$ cat config.mk
export PLATFORM = sky130hd
export DESIGN_NAME = cdrom_host_register_interface
export DESIGN_NICKNAME = d
export VERILOG_FILES = /design/src/rtl/core/cdrhi_pkg.sv /design/src/rtl/core/cdrhi_fifo.sv /design/src/rtl/core/cdrhi_resp.sv /design/src/rtl/core/cdrom_host_register_interface.sv
export SDC_FILE = /design/constraint.sdc
export NUM_CORES = 1
export LEC_CHECK = 0
export BUFFER_PORTS_ARGS = -buffer_cell sky130_fd_sc_hd__buf_2
export CORE_ASPECT_RATIO = 0.7
export CORE_MARGIN = 5
export CORE_UTILIZATION = 30
export DETAILED_ROUTE_END_ITERATION = 16
export GPL_TIMING_DRIVEN = 0
export PLACE_DENSITY = 0.51
export RECOVER_POWER = 25
export SLEW_MARGIN = 5
export SYNTH_ARGS = -nofsm -noshare
export SYNTH_HDL_FRONTEND = slang
export SYNTH_SLANG_ARGS = --single-unit
$ cat constraint.sdc
create_clock -name clk -period 10.7 [get_ports clk]
set_input_delay 0.535 -clock clk [delete_from_list [all_inputs] [get_ports clk]]
set_output_delay 0.535 -clock clk [all_outputs]
set_load 0.1 [all_outputs]
$ cat src/rtl/core/cdrhi_pkg.sv
package cdrhi_pkg;

    localparam logic OP_READ  = 1'b0;
    localparam logic OP_WRITE = 1'b1;

    localparam logic [1:0] PORT_INDEX = 2'd0;
    localparam logic [1:0] PORT_CMD   = 2'd1;
    localparam logic [1:0] PORT_PARAM = 2'd2;
    localparam logic [1:0] PORT_REQ   = 2'd3;

    localparam logic [1:0] BANK_0 = 2'd0;
    localparam logic [1:0] BANK_1 = 2'd1;
    localparam logic [1:0] BANK_2 = 2'd2;
    localparam logic [1:0] BANK_3 = 2'd3;

    localparam logic [7:0] CMD_GETSTAT = 8'h01;
    localparam logic [7:0] CMD_TEST    = 8'h19;
    localparam logic [7:0] SUB_GETVER  = 8'h20;

    localparam logic [7:0] RESP_STATUS_BYTE = 8'h00;
    localparam logic [7:0] VER_BYTE_FIRST   = 8'd90;
    localparam logic [7:0] VER_BYTE_REST    = 8'd1;

    localparam int REQ_SMEN_BIT   = 5;
    localparam int ACK_PCLEAR_BIT = 6;
    localparam int INT10_BIT      = 4;

    localparam logic [2:0] INT3_BITS     = 3'b011;
    localparam logic [2:0] READ_HIGH_SET = 3'b111;

    localparam logic REC_STATUS  = 1'b0;
    localparam logic REC_VERSION = 1'b1;

    typedef struct packed {
        logic clear;
        logic pop;
        logic push_status;
        logic push_version;
    } resp_ctl_t;

endpackage

$ cat src/rtl/core/cdrhi_fifo.sv
module cdrhi_fifo
    import cdrhi_pkg::*;
#(
    parameter int DEPTH  = 16,
    parameter int DATA_W = 8
)
(
    input  logic                         clk,
    input  logic                         rst_n,
    input  logic                         push,
    input  logic [DATA_W-1:0]            push_data,
    input  logic                         pop,
    input  logic                         clear,
    output logic [DATA_W-1:0]            head,
    output logic [$clog2(DEPTH+1)-1:0]   count
);

    localparam int PW = (DEPTH > 1) ? $clog2(DEPTH) : 1;
    localparam int CW = $clog2(DEPTH + 1);

    logic [DATA_W-1:0] mem [DEPTH];
    logic [DATA_W-1:0] head_reg;
    logic [PW-1:0]     rd_reg, rd_next;
    logic [PW-1:0]     wr_reg, wr_next;
    logic [CW-1:0]     count_reg, count_next;
    logic              do_push, do_pop;

    function automatic logic [PW-1:0] ptr_inc(input logic [PW-1:0] p);
        return (p == PW'(DEPTH - 1)) ? '0 : p + 1'b1;
    endfunction

    assign do_push = push && (count_reg != CW'(DEPTH));
    assign do_pop  = pop && (count_reg != '0);

    always_comb
    begin
        rd_next    = rd_reg;
        wr_next    = wr_reg;
        count_next = count_reg;
        if (clear)
        begin
            rd_next    = '0;
            wr_next    = '0;
            count_next = '0;
        end
        else
        begin
            if (do_push)
            begin
                wr_next = ptr_inc(wr_reg);
            end
            if (do_pop)
            begin
                rd_next = ptr_inc(rd_reg);
            end
            case ({do_push, do_pop})
                2'b10:   count_next = count_reg + 1'b1;
                2'b01:   count_next = count_reg - 1'b1;
                default: count_next = count_reg;
            endcase
        end
    end

    always_ff @(posedge clk or negedge rst_n)
    begin
        if (!rst_n)
        begin
            rd_reg    <= '0;
            wr_reg    <= '0;
            count_reg <= '0;
        end
        else
        begin
            rd_reg    <= rd_next;
            wr_reg    <= wr_next;
            count_reg <= count_next;
        end
    end

    // head is prefetched from the next read address, with write bypass
    always_ff @(posedge clk)
    begin
        if (do_push)
        begin
            mem[wr_reg] <= push_data;
        end
        if (do_push && (wr_reg == rd_next))
        begin
            head_reg <= push_data;
        end
        else
        begin
            head_reg <= mem[rd_next];
        end
    end

    assign head  = head_reg;
    assign count = count_reg;

endmodule

$ cat src/rtl/core/cdrhi_resp.sv
module cdrhi_resp
    import cdrhi_pkg::*;
#(
    parameter int DEPTH = 16
)
(
    input  logic                         clk,
    input  logic                         rst_n,
    input  resp_ctl_t                    ctl,
    output logic [7:0]                   head_byte,
    output logic [$clog2(DEPTH+1)-1:0]   count
);

    localparam int CW = $clog2(DEPTH + 1);

    // one record per pushed response: {kind, length - 1}
    logic [CW-1:0] count_reg, count_next;
    logic [1:0]    off_reg, off_next;
    logic [CW-1:0] room;
    logic [1:0]    ver_len_m1;
    logic [CW-1:0] ver_len;
    logic          rec_push, rec_pop, byte_pop;
    logic [2:0]    rec_data;
    logic [2:0]    rec_head;
    logic [CW-1:0] rec_count;

    assign room       = CW'(DEPTH) - count_reg;
    assign ver_len_m1 = (room >= CW'(4)) ? 2'd3 : room[1:0] - 2'd1;
    assign ver_len    = CW'(ver_len_m1) + 1'b1;
    assign byte_pop   = ctl.pop && (count_reg != '0);
    assign rec_pop    = byte_pop && (off_reg == rec_head[1:0]);

    always_comb
    begin
        rec_push   = 1'b0;
        rec_data   = {REC_STATUS, 2'd0};
        count_next = count_reg;
        off_next   = off_reg;
        if (ctl.clear)
        begin
            count_next = '0;
            off_next   = '0;
        end
        else if (ctl.push_status && (room != '0))
        begin
            rec_push   = 1'b1;
            count_next = count_reg + 1'b1;
        end
        else if (ctl.push_version && (room != '0))
        begin
            rec_push   = 1'b1;
            rec_data   = {REC_VERSION, ver_len_m1};
            count_next = count_reg + ver_len;
        end
        else if (byte_pop)
        begin
            count_next = count_reg - 1'b1;
            off_next   = rec_pop ? 2'd0 : off_reg + 2'd1;
        end
    end

    always_ff @(posedge clk or negedge rst_n)
    begin
        if (!rst_n)
        begin
            count_reg <= '0;
            off_reg   <= '0;
        end
        else
        begin
            count_reg <= count_next;
            off_reg   <= off_next;
        end
    end

    cdrhi_fifo #(
        .DEPTH  (DEPTH),
        .DATA_W (3)
    ) u_rec_fifo (
        .clk       (clk),
        .rst_n     (rst_n),
        .push      (rec_push),
        .push_data (rec_data),
        .pop       (rec_pop && !ctl.clear),
        .clear     (ctl.clear),
        .head      (rec_head),
        .count     (rec_count)
    );

    always_comb
    begin
        if (rec_count == '0 || rec_head[2] == REC_STATUS)
        begin
            head_byte = RESP_STATUS_BYTE;
        end
        else if (off_reg == 2'd0)
        begin
            head_byte = VER_BYTE_FIRST;
        end
        else
        begin
            head_byte = VER_BYTE_REST;
        end
    end

    assign count = count_reg;

endmodule

$ cat src/rtl/core/cdrom_host_register_interface.sv
// Host register interface of a CD drive controller, one byte bus access per transfer.
// Input channel s_*: s_tuser is the access kind (0 read, 1 write); s_tdata carries the
// port offset and the write byte. Output channel m_*: one result per access, carrying
// the read byte, an interrupt pulse and an error flag.
// Each access is decoded against the current bank index and applied to the FIFO heads
// and the small registers; the result lands in the output register on the edge that
// accepts the access, so throughput is 1 access per cycle while m_tready does not stall the output.
// The FIFO heads are prefetched from their memories into registers, so no access waits
// on a memory read.
// Reset clears the bank index, FIFO pointers and counts, interrupt enable and flags and
// the request register; volume bytes return to 0x80. FIFO storage is not cleared.
// When m_tready is low with a result pending, s_tready drops and no state changes until
// the result is taken; a result waiting in the output register does not block a new
// access in the cycle it is taken.
module cdrom_host_register_interface
    import cdrhi_pkg::*;
#(
    parameter int FIFO_DEPTH = 16
)
(
    input  logic        clk,
    input  logic        rst_n,
    input  logic        s_tvalid,
    output logic        s_tready,
    input  logic [15:0] s_tdata,   // [1:0] port, [9:2] write_byte, [15:10] zero
    input  logic        s_tuser,   // [0] opcode
    output logic        m_tvalid,
    input  logic        m_tready,
    output logic [15:0] m_tdata    // [7:0] read_byte, [8] irq_pulse, [9] error, rest zero
);

    localparam int CW = $clog2(FIFO_DEPTH + 1);

    logic        acc;
    logic [1:0]  in_port;
    logic [7:0]  in_byte;

    logic [1:0]  bank_reg, bank_next;
    logic [4:0]  en_reg, en_next;
    logic [4:0]  flags_reg, flags_next;
    logic [7:0]  req_reg, req_next;
    logic [7:0]  vol_reg [4];
    logic [7:0]  vol_next [4];

    logic        m_valid_reg;
    logic [7:0]  rd_byte_reg, rd_byte_next;
    logic        irq_reg, irq_next;
    logic        err_reg, err_next;

    logic          pf_push, pf_pop, pf_clear;
    logic [7:0]    pf_head;
    logic [CW-1:0] pf_count;
    resp_ctl_t     rctl;
    logic [7:0]    resp_head;
    logic [CW-1:0] resp_count;

    assign s_tready = !m_valid_reg || m_tready;
    assign acc      = s_tvalid && s_tready;
    assign in_port  = s_tdata[1:0];
    assign in_byte  = s_tdata[9:2];

    always_comb
    begin
        logic [4:0] f;
        logic [7:0] sub;
        logic       int3;

        f            = flags_reg;
        sub          = '0;
        int3         = 1'b0;
        bank_next    = bank_reg;
        en_next      = en_reg;
        flags_next   = flags_reg;
        req_next     = req_reg;
        vol_next     = vol_reg;
        rd_byte_next = '0;
        irq_next     = 1'b0;
        err_next     = 1'b0;
        pf_push      = 1'b0;
        pf_pop       = 1'b0;
        pf_clear     = 1'b0;
        rctl         = '0;

        if (acc && s_tuser == OP_WRITE)
        begin
            case (in_port)
                PORT_INDEX:
                begin
                    bank_next = in_byte[1:0];
                end
                PORT_CMD:
                begin
                    if (bank_reg == BANK_0)
                    begin
                        if (req_reg[REQ_SMEN_BIT])
                        begin
                            irq_next     = !f[INT10_BIT] && en_reg[INT10_BIT];
                            f[INT10_BIT] = 1'b1;
                        end
                        case (in_byte)
                            CMD_GETSTAT:
                            begin
                                rctl.push_status = 1'b1;
                                int3             = 1'b1;
                            end
                            CMD_TEST:
                            begin
                                pf_pop = (pf_count != '0);
                                sub    = (pf_count != '0) ? pf_head : 8'h00;
                                if (sub == SUB_GETVER)
                                begin
                                    rctl.push_version = 1'b1;
                                    int3              = 1'b1;
                                end
                                else
                                begin
                                    err_next = 1'b1;
                                end
                            end
                            default:
                            begin
                                err_next = 1'b1;
                            end
                        endcase
                        if (int3)
                        begin
                            if (f[2:0] == 3'b000
                                && (en_reg[2:0] & (f[2:0] | INT3_BITS)) != 3'b000)
                            begin
                                irq_next = 1'b1;
                            end
                            f[2:0] = f[2:0] | INT3_BITS;
                        end
                        flags_next = f;
                    end
                    else if (bank_reg == BANK_3)
                    begin
                        vol_next[3] = in_byte;
                    end
                end
                PORT_PARAM:
                begin
                    case (bank_reg)
                        BANK_0:  pf_push     = 1'b1;
                        BANK_1:  en_next     = in_byte[4:0];
                        BANK_2:  vol_next[0] = in_byte;
                        default: vol_next[2] = in_byte;
                    endcase
                end
                default:
                begin
                    case (bank_reg)
                        BANK_0:
                        begin
                            req_next = in_byte;
                        end
                        BANK_1:
                        begin
                            pf_clear = in_byte[ACK_PCLEAR_BIT];
                            f        = flags_reg & ~in_byte[4:0];
                            if (flags_reg[2:0] != 3'b000 && f[2:0] == 3'b000)
                            begin
                                rctl.clear = 1'b1;
                            end
                            flags_next = f;
                        end
                        BANK_2:
                        begin
                            vol_next[1] = in_byte;
                        end
                        default:
                        begin
                            vol_next = vol_reg;
                        end
                    endcase
                end
            endcase
        end
        else if (acc)
        begin
            case (in_port)
                PORT_INDEX:
                begin
                    rd_byte_next = {2'b00, resp_count != '0,
                                    pf_count != CW'(FIFO_DEPTH), pf_count == '0,
                                    1'b0, bank_reg};
                end
                PORT_CMD:
                begin
                    rctl.pop     = (resp_count != '0);
                    rd_byte_next = (resp_count != '0) ? resp_head : 8'h00;
                end
                PORT_PARAM:
                begin
                    rd_byte_next = 8'h00;
                end
                default:
                begin
                    rd_byte_next = {READ_HIGH_SET, bank_reg[0] ? flags_reg : en_reg};
                end
            endcase
        end
    end

    always_ff @(posedge clk or negedge rst_n)
    begin
        if (!rst_n)
        begin
            bank_reg    <= BANK_0;
            en_reg      <= '0;
            flags_reg   <= '0;
            req_reg     <= '0;
            vol_reg     <= '{default: 8'h80};
            m_valid_reg <= 1'b0;
        end
        else
        begin
            bank_reg  <= bank_next;
            en_reg    <= en_next;
            flags_reg <= flags_next;
            req_reg   <= req_next;
            vol_reg   <= vol_next;
            if (acc)
            begin
                m_valid_reg <= 1'b1;
            end
            else if (m_tready)
            begin
                m_valid_reg <= 1'b0;
            end
        end
    end

    always_ff @(posedge clk)
    begin
        if (acc)
        begin
            rd_byte_reg <= rd_byte_next;
            irq_reg     <= irq_next;
            err_reg     <= err_next;
        end
    end

    cdrhi_fifo #(
        .DEPTH  (FIFO_DEPTH),
        .DATA_W (8)
    ) u_param_fifo (
        .clk       (clk),
        .rst_n     (rst_n),
        .push      (pf_push),
        .push_data (in_byte),
        .pop       (pf_pop),
        .clear     (pf_clear),
        .head      (pf_head),
        .count     (pf_count)
    );

    cdrhi_resp #(
        .DEPTH (FIFO_DEPTH)
    ) u_resp (
        .clk       (clk),
        .rst_n     (rst_n),
        .ctl       (rctl),
        .head_byte (resp_head),
        .count     (resp_count)
    );

    assign m_tvalid = m_valid_reg;
    assign m_tdata  = {6'b000000, err_reg, irq_reg, rd_byte_reg};

endmodule

==> metrics.cfg, run 1 <==
[outcome]
status = finished with violations
violations = capacitance limit, slew limit

[critical_path]
cp_max_fo = 17
cp-endpoint = u_resp.count[4]
crit_required_ns = 11.14
rrSetupSlack_ns = 5.94
cp.arrival_ns = 5.20
startpoint_type = flip-flop
r2r_end = u_resp.count[4]
reg2reg_depth = 17
end_kind = flip-flop
timing_worst_setup_path_type = reg2reg

[power_and_ir_drop]
ir_drop_v = 0.0000905
p_per_area_nw_per_um2 = 198
power_leakage_uw = 0.00423

[sta]
fmax_ghz = 0.210
timing.final.crit_share_pct = 44.5
maxSlewViolCount = 48
hold_viol = 0
fin_crit_ns = 4.76
slew_headroom_pct = -77.8
final.setup.tns_ns = 0
setup_viol = 0
worstMarginPinSlew_ns = 2.67
rsz0062_at_grt = no
fin_skew_ns = 0.00939

[global_route]
grt_pass1_vias = 5709
grt_usage_pct = 11.7
grt_pass1_wl_um = 34300
antenna_found_initial = 0
grt_max_degree = 48
gr-total-overflow = 0

[route]
via_per_inst = 4.83
ant_nets = 0
drtIter0Drc = 442
routedWlPerCell_um = 18.1
vias = 5854
dr.pass1.iters = 5
route.detailed.drc = 0
wl_um = 21900

[cts]
post_cts_buffers = 0
clock-sinks = 241
cts.htree.levels = 1
postCtsHoldBufs = 0
cts_max_path_buffers = 3
ctsResizeCount = 0
clk_latency_ns = 0.52
clkTransAtPathRegs_ns = 0.06
cts_made_buffers = 25
cts_tree = built
cts_root_buf = clkbuf_16

[die]
dieArea_um2 = 37900
rows = 56
core_area_um2 = 33600
pin_count = 39
dieWidth_um = 230
start_util_pct = 30.4
dieHeight_um = 164

[finish]
area_delta_synth_final_pct = 15.4
stdcell_count = 1213
drive_gt1_share_pct = 15.6
antenna_cells = 0
largest_register_ff_count = 128
fill_cells = 3257
finalNetCount = 805

[synth]
synth_top_cell_area_share_pct = 54.7
ys_seq_area_share_pct = 67.8
ys_async_sr_fraction_pct = 19.5
yosysWarnings = 0
synth_edf_count = 186
syn-instance-count = 704
synth_commonest_cells = 186 x edfxtp_1, 47 x dfrtp_1, 47 x nand2_1
synth_area_leader_cell = edfxtp_1
yosys-top-cells-area = edfxtp_1 55%, dfrtp_1 12%, mux4_2 2.9%, ha_1 2.7%, mux2i_1 1.8%
synthMostInstantiatedCell = edfxtp_1
syn_avg_cell_area_um2 = 14.5
ys.flop_type = edfxtp_1
ys_ff_latch = 241
synth.distinct_cells = 84
syn_area_um2 = 10200

[place]
dp.cells = 1168
portBuffers = 24
place.gp.congestion = 0.758
hpwl_um = 14800

[job]
drv_cap = 1

[hold_path]
hold_path.class = in2reg

cells by family after synthesis:
logic type      Yosys count  share of synthesized area, %
other cells               1                        0.0367
flops                   241                          67.8
buf+inv                  54                          2.60
xor+xnor                 11                          1.13
compound gates           99                          6.63
simple gates            236                          13.2
mux                      38                          5.55
fa+ha+maj                24                          3.09
power by group:
group,leakage (µW),total (µW),switching (µW),internal (µW)
combinational,0.00132,289,180,109
sequential,0.00248,1100,48.0,1060
clock,0.000430,937,363,574
total,0.00423,2330,591,1740
through the flow:
stage	hold WS (ns)	power [µW]	setup WS (ns)	area [µm²]	utilization, %
6_report	0.263	2330	5.94	11800	35.1
3_5_place_dp	0.469	1410	5.66	10900	32.5
5_1_grt	0.256	2440	5.44	11800	35.1
2_1_floorplan	0.239	1340	6.12	10200	-
4_1_cts	0.243	2360	5.81	11800	35.1
3_3_place_gp	0.463	1410	5.62	10900	32.5
worst max-delay path: stages (launching register included):
cell,delay (ns)
dfxtp_1,0.46
buf_2,0.31
buf_2,0.31
nand2_1,0.09
nor3_1,0.14
o221ai_1,0.16
nand3_1,0.20
and4_1,0.20
buf_4,0.16
nand3_1,0.14
nor2b_1,0.94
inv_1,0.11
ha_1,0.26
fa_1,0.40
a21o_1,0.19
a21oi_1,0.17
mux2i_1,0.24
mux2i_1,0.20
layer usage:
metal / wire length (µm) / up-vias / part of all wire, % / global-route usage (%)
met3: 1050 / 26 / 4.8 / 2.45
li1: - / 2811 / - / -
met1: 12100 / 2905 / 55 / 19.5
met4: 318 / 0 / 1.5 / 2.23
met5: 0 / - / 0 / 0
met2: 8440 / 112 / 39 / 15.2
worst min-delay path by stage:
stage / from / end / slack (ns) / cells past startpoint
6_report: s_tvalid / m_tvalid / 0.26 / 2
5_1_grt: s_tvalid / m_tvalid / 0.26 / 2
4_1_cts: s_tvalid / m_tvalid / 0.24 / 2
3_5_place_dp: en_reg[2] / en_reg[2] / 0.47 / 2
3_3_place_gp: en_reg[2] / en_reg[2] / 0.46 / 2
2_1_floorplan: rst_n / bank_reg[0] / 0.24 / 0
final cells by class:
class                           count  area [µm²]  area share [%]
Sequential cell                   241        6920            58.8
Multi-Input combinational cell    414        3050            25.9
Clock buffer                       25         626            5.31
Tap cell                          435         544            4.62
Clock inverter                     20         264            2.24
Buffer                             33         186            1.58
Timing Repair Buffer               24         113           0.956
Inverter                           21        78.8           0.669
placed cells by master, fill, tap and decap left out, drive strengths merged, types with 22 or more instances in the layout:
master,n
a21oi,30
buf,40
clkbuf,42
dfrtp,47
edfxtp,186
ha,22
inv,22
nand2,48
nor2,42
nor3,28
o21ai,22
No activity file was read; power rests on OpenSTA's default activity.
==> run 2, diff against run 1 <==
==> constraint.sdc (replaced) <==
create_clock -name clk -period 4.9 [get_ports clk]
set_input_delay 0.245 -clock clk [delete_from_list [all_inputs] [get_ports clk]]
set_output_delay 0.245 -clock clk [all_outputs]
set_load 0.1 [all_outputs]
==> run 2 against run 1 <==
Compared with the run above:
- the flow now finishes without violations
- cell count increased by 0.16%
- sequential power rose by 120%
- critical path depth is 2 lower
- sequential share of layout area down 0.11 points
- die area unchanged
- combinational power increased by 120%
- setup slack worse by 5.5 ns
- utilization rose by 0.067 points
- routed wire length grew 0.59%
==> metrics.cfg, run 2 (same netlist as run 1, synthesis figures left out) <==
[outcome]
status = completed  ; was finished with violations

[power_and_ir_drop]
sw_frac_of_total_pct = 25.4  ; about the same
p_per_area_nw_per_um2 = 432  ; was 198 nW/µm²
p_comb_share_pct = 12.4  ; about the same
internal-power_uw = 3800  ; was 1740 µW
power_leakage_uw = 0.00423  ; about the same
ir_drop_v = 0.000198  ; was 0.0000905 V
p_seq_share_pct = 47.4  ; about the same
p_sw_uw = 1300  ; was 591 µW
clockPowerShare_pct = 40.2  ; about the same

[die]
start_util_pct = 30.4  ; unchanged
dieWidth_um = 230  ; unchanged
dieHeight_um = 164  ; unchanged
dieArea_um2 = 37900  ; unchanged
rows = 56  ; unchanged
core_area_um2 = 33600  ; unchanged
pin_count = 39  ; unchanged

[global_route]
gr-total-overflow = 0  ; unchanged
antenna_found_initial = 0  ; unchanged
grt_usage_pct = 11.7  ; about the same
grt_pass1_vias = 5715  ; was 5,709
grt_max_degree = 48  ; unchanged
grt_pass1_wl_um = 34400  ; was 34,300 µm

[critical_path]
cp_cell_sequence = nor4b_1 > nand2_1 > o31ai_1 > o32a_2 > and4_1 > buf_4 > nand3_1 > nor2b_2 > inv_1 > ha_1 > fa_1 > a21o_1 > a21oi_1 > mux2i_1 > mux2i_1  ; was buf_2 > buf_2 > nand2_1 > nor3_1 > o221ai_1 > nand3_1 > and4_1 > buf_4 > nand3_1 > nor2b_1 > inv_1 > ha_1 > fa_1 > a21o_1 > a21oi_1 > mux2i_1 > mux2i_1
cp_max_fo = 17  ; unchanged
critPathBufInv = 2  ; was 4
cpMaxStageDelayCell = nor2b_2  ; was nor2b_1
end_kind = flip-flop  ; unchanged
cp.arrival_ns = 4.90  ; was 5.20 ns
startpoint_type = flip-flop  ; unchanged
max_stage_delay_ns = 0.62  ; was 0.94 ns
crit_family = simple AND/OR/NAND/NOR gates  ; unchanged
crit_required_ns = 5.34  ; was 11.14 ns
crit_top_cell = mux2i_1
timing_worst_setup_path_type = reg2reg  ; unchanged

[finish]
drive_gt1_share_pct = 15.4  ; was 15.6%
largest_register_ff_count = 128  ; unchanged
area_delta_synth_final_pct = 15.6  ; was 15.4%
final_cell_mix = 186 x edfxtp_1, 47 x nand2_1, 47 x dfrtp_1  ; unchanged
antenna_cells = 0  ; unchanged
mostFrequentLayoutCell = edfxtp_1  ; unchanged
finalNetCount = 807  ; was 805
stdcell_count = 1215  ; was 1,213
final_core_util_pct = 35.2  ; was 35.1%
fill_cells = 3251  ; was 3,257

[route]
vias = 5876  ; was 5,854
drtIter0Drc = 444  ; was 442
dr.pass1.iters = 5  ; unchanged
routedWlPerCell_um = 18.1  ; about the same
via_per_inst = 4.84  ; was 4.83
ant_nets = 0  ; unchanged
wl_um = 22000  ; was 21,900 µm
route.detailed.drc = 0  ; unchanged

[place]
hpwl_um = 14800  ; unchanged
place.gp.congestion = 0.758  ; unchanged
dp.cells = 1168  ; unchanged
portBuffers = 24  ; unchanged

[cts]
cts_root_buf = clkbuf_16  ; unchanged
clk_latency_ns = 0.52  ; about the same
clkTransAtPathRegs_ns = 0.06  ; about the same
clock-sinks = 241  ; unchanged
cts_max_path_buffers = 3  ; unchanged
cts_made_buffers = 25  ; unchanged
cts_tree = built  ; unchanged
cts.htree.levels = 1  ; unchanged

[job]
drv_cap = 0  ; was 1

[hold_path]
hold_path.class = in2reg  ; unchanged

[sta]
final.setup.tns_ns = 0  ; unchanged
fmax_ghz = 0.224  ; was 0.210 GHz
timing.hold.ws_ns = 0.0545  ; was 0.263 ns
fin_skew_ns = 0.00982  ; was 0.00939 ns
timing.final.crit_share_pct = 90.9  ; was 44.5%
setup_viol = 0  ; unchanged
slew_headroom_pct = 13.6  ; was -77.8%
worstMarginPinSlew_ns = 1.30  ; was 2.67 ns
hold_viol = 0  ; unchanged
maxSlewViolCount = 0  ; was 48
fin_crit_ns = 4.46  ; was 4.76 ns
rsz0062_at_grt = no  ; unchanged

-- run 2: path summary, 6_finish.rpt --
kind	startpoint	end	slack, ns	cells past startpoint
max	u_param_fifo.mem[12][4]	u_resp.count[4]	0.44	15
min	m_tready	m_tvalid	0.05	3
max reg2reg	u_param_fifo.mem[12][4]	u_resp.count[4]	0.44	15
min reg2reg	en_reg[2]	en_reg[2]	0.48	2
max in group asynchronous	rst_n	u_param_fifo.count[4]	4.15	2
min in group asynchronous	rst_n	m_tvalid	0.27	2
-- run 2: through the flow --
step,setup WS (ns),total power (µW),instance area [µm²]
global route,0.0630,5320,11800
floorplan,0.321,2920,10200
CTS,0.0140,5150,11800
detailed placement,0.0355,3090,10900
finish,0.444,5100,11800
global placement,0.0156,3080,10900
-- run 2: worst register-to-register path: stages (launching register included) --
cell      delay, ns
edfxtp_1       0.37
nor4b_1        0.42
nand2_1        0.15
o31ai_1        0.53
o32a_2         0.27
and4_1         0.16
buf_4          0.16
nand3_1        0.16
nor2b_2        0.62
inv_1          0.10
ha_1           0.24
fa_1           0.40
a21o_1         0.19
a21oi_1        0.17
mux2i_1        0.24
mux2i_1        0.20
-- run 2: timing repair --
item | in CTS | in global routing
endpoints found under the setup margin | 0 | 1
gates resized for setup | 0 | 1
buffers inserted | 0 | 0
hold buffers | 2 | 0
endpoints found under the hold margin | 48 | 0
-- run 2: area by class of cell --
class / instances / area (µm²) / share of cell area [%]
plain buffers: 33 / 186 / 1.58
clock buffers: 25 / 626 / 5.30
clock inverters: 20 / 264 / 2.24
inverters: 21 / 78.8 / 0.668
multi-input cells: 414 / 3050 / 25.8
flip-flops and latches: 241 / 6920 / 58.6
well taps: 435 / 544 / 4.61
repair buffers: 26 / 133 / 1.12
-- run 2: power by group through the flow --
stage	Sequential, µW	Clock [µW]	Combinational [µW]
after floorplan	2480	0	432
after global routing	2430	2190	702
after detailed placement	2450	0	635
after global placement	2450	0	628
after CTS	2410	2100	639
final	2410	2050	634
-- run 2: routing by layer --
metal | vias up | track usage (%) | part of all wire [%]
li1 | 2818 | - | -
met1 | 2906 | 19.5 | 55
met2 | 126 | 15.2 | 38
met3 | 26 | 2.44 | 5.1
met4 | 0 | 2.23 | 1.5
met5 | - | 0 | 0
==> run 3, diff against run 2 <==
--- a/config.mk
+++ b/config.mk
@@ -5,7 +5,7 @@
 export SDC_FILE = /design/constraint.sdc
 export NUM_CORES = 1
 export LEC_CHECK = 0
-export BUFFER_PORTS_ARGS = -buffer_cell sky130_fd_sc_hd__buf_2
+export BUFFER_PORTS_ARGS = -buffer_cell sky130_fd_sc_hd__buf_4
 export CORE_ASPECT_RATIO = 0.7
 export CORE_MARGIN = 5
 export CORE_UTILIZATION = 30
==> run 3 against run 2 <==
Compared with the run above:
- hold slack got worse by 0.0073 ns
- largest power group unchanged
- cell count barely moved
- fmax fell by 2.2%
- die area did not move
- via count rose by 0.65%
- highest routed layer unchanged
- utilization fell by 0.13 points
- sequential power barely moved
- clock power fell by 8%
- setup slack got worse by 0.10 ns
- global-route usage rose by 0.10 points
==> metrics.cfg, run 3 (same netlist as run 1, synthesis figures left out) <==
[critical_path]
end_kind = flip-flop  ; unchanged
timing_worst_setup_path_type = reg2reg  ; unchanged
reg2reg_depth = 15  ; unchanged
startpoint_type = flip-flop  ; unchanged
cp_max_fo = 17  ; unchanged
cp.arrival_ns = 5.02  ; was 4.90 ns
crit_required_ns = 5.37  ; was 5.34 ns

[die]
dieHeight_um = 164  ; unchanged
dieArea_um2 = 37900  ; unchanged
dieWidth_um = 230  ; unchanged
pin_count = 39  ; unchanged
core_area_um2 = 33600  ; unchanged
start_util_pct = 30.4  ; unchanged
rows = 56  ; unchanged

[route]
wl_met2_um = 8520  ; was 8430 µm
route.detailed.drc = 0  ; unchanged
vias = 5914  ; was 5,876
route.met3.wl_um = 1110  ; was 1130 µm
via_per_inst = 4.86  ; was 4.84
wl_met1_um = 12200  ; was 12,100 µm
ant_nets = 0  ; unchanged
route.top_layer_used = met4  ; unchanged
routedWlPerCell_um = 18.3  ; was 18.1 µm
wl_um = 22200  ; was 22,000 µm
drtIter0Drc = 471  ; was 444
dr.pass1.iters = 5  ; unchanged

[sta]
fin_skew_ns = 0.0240  ; was 0.00982 ns
timing.hold.ws_ns = 0.0472  ; was 0.0545 ns
setup_viol = 0  ; unchanged
timing.final.crit_share_pct = 93.0  ; was 90.9%
worst_slack_ns = 0.344  ; was 0.444 ns
maxSlewViolCount = 0  ; unchanged
fmax_ghz = 0.220  ; was 0.224 GHz
hold_viol = 0  ; unchanged
fin_crit_ns = 4.56  ; was 4.46 ns
slew_headroom_pct = 15.9  ; was 13.6%
rsz0062_at_grt = no  ; unchanged
worstMarginPinSlew_ns = 1.26  ; was 1.30 ns

[power_and_ir_drop]
power_leakage_uw = 0.00420  ; was 0.00423 µW
p_per_area_nw_per_um2 = 420  ; was 432 nW/µm²
ir_drop_v = 0.000154  ; was 0.000198 V

[cts]
post_cts_buffers = 0  ; unchanged
cts_root_buf = clkbuf_16  ; unchanged
cts_made_buffers = 25  ; unchanged
clk_latency_ns = 0.54  ; was 0.52 ns
clock-sinks = 241  ; unchanged
cts_max_path_buffers = 3  ; unchanged
cts.htree.levels = 1  ; unchanged
clkTransAtPathRegs_ns = 0.07  ; was 0.06 ns
cts_tree = built  ; unchanged

[finish]
largest_register_ff_count = 128  ; unchanged
mostFrequentLayoutCell = edfxtp_1  ; unchanged
finalNetCount = 807  ; unchanged
fill_cells = 3205  ; was 3,251
final_cell_mix = 186 x edfxtp_1, 47 x nand2_1, 47 x dfrtp_1  ; unchanged
drive_gt1_share_pct = 14.6  ; was 15.4%
stdcell_count = 1216  ; was 1,215
area_delta_synth_final_pct = 15.2  ; was 15.6%
antenna_cells = 0  ; unchanged
final_core_util_pct = 35.0  ; was 35.2%

[job]
drv_cap = 0  ; unchanged

[global_route]
antenna_found_initial = 0  ; unchanged
grt_max_degree = 48  ; unchanged
grt_usage_pct = 11.8  ; was 11.7%
gr-total-overflow = 0  ; unchanged
grt_pass1_vias = 5766  ; was 5,715
grt_pass1_wl_um = 34700  ; was 34,400 µm

[place]
hpwl_um = 14900  ; was 14,800 µm
dp.cells = 1168  ; unchanged
preCtsSetupSlack_ns = -0.0500  ; was 0.0355 ns
portBuffers = 24  ; unchanged
place.gp.congestion = 0.791  ; was 0.758

[hold_path]
hold_path.class = in2reg  ; unchanged
whs_path_depth = 3  ; unchanged

[outcome]
status = completed  ; unchanged

run 3: cell types whose count changed in the layout (fill, tap and decap cells not counted), sizes merged:
cell / previous run / this run
bufinv: 6 / 3
clkbuf: 44 / 48
clkinvlp: 4 / 2
clkinv: 9 / 11
run 3: layout make-up:
class | instances | area, µm² | area share, %
flip-flops and latches | 241 | 6920 | 58.9
multi-input cells | 414 | 3050 | 25.9
clock buffers | 29 | 641 | 5.45
well taps | 435 | 544 | 4.63
plain buffers | 33 | 186 | 1.59
repair buffers | 26 | 170 | 1.45
clock inverters | 17 | 166 | 1.42
inverters | 21 | 78.8 | 0.670
run 3: final timing paths:
path                            startpoint                    endpoint  slack (ns)
min in group asynchronous            rst_n                flags_reg[4]        0.28
min                               m_tready                    m_tvalid        0.05
max reg2reg                      flip-flop             u_resp.count[4]        0.34
min reg2reg                u_resp.count[4]             u_resp.count[4]        0.48
max in group asynchronous            rst_n  u_resp.u_rec_fifo.count[0]        4.15
max                              flip-flop             u_resp.count[4]        0.34
run 3: worst max-delay path, stage by stage, from the launching register on:
cell	delay [ns]
dfxtp_1	0.45
clkbuf_1	0.60
nand3_1	0.16
o311a_1	0.25
o211ai_1	0.25
and4_1	0.22
buf_4	0.17
nand3_1	0.16
nor2b_2	0.68
inv_1	0.10
ha_1	0.25
fa_1	0.40
a21o_1	0.19
a21oi_1	0.16
mux2i_1	0.23
mux2i_1	0.20
run 3: power breakdown:
group | switching, µW | leakage [µW] | internal (µW) | total [µW]
Clock | 782 | 0.000392 | 1100 | 1880
Sequential | 110 | 0.00248 | 2310 | 2420
Combinational | 393 | 0.00134 | 246 | 638
Total | 1290 | 0.00420 | 3650 | 4940
run 3: what timing repair did:
action / in CTS / in global routing
gates resized for setup: 1 / 0
setup endpoints to repair: 1 / 0
endpoints found under the hold margin: 48 / 0
hold buffers: 2 / 0
run 3: layer usage:
| layer | vias up | GRT usage [%] |
|---|---|---|
| met1 | 2933 | 19.6 |
| met3 | 32 | 2.51 |
| met5 | - | 0 |
| li1 | 2820 | - |
| met4 | 0 | 2.55 |
| met2 | 129 | 15.3 |
run 3: per-stage QoR:
step                      setup TNS, ns  area [µm²]  power [µW]
after floorplan                       0       10200        2920
after global placement          -0.0256       11000        3090
after detailed placement        -0.0500       11000        3100
after CTS                             0       11800        4990
after global routing                  0       11800        5160
final                                 0       11800        4940
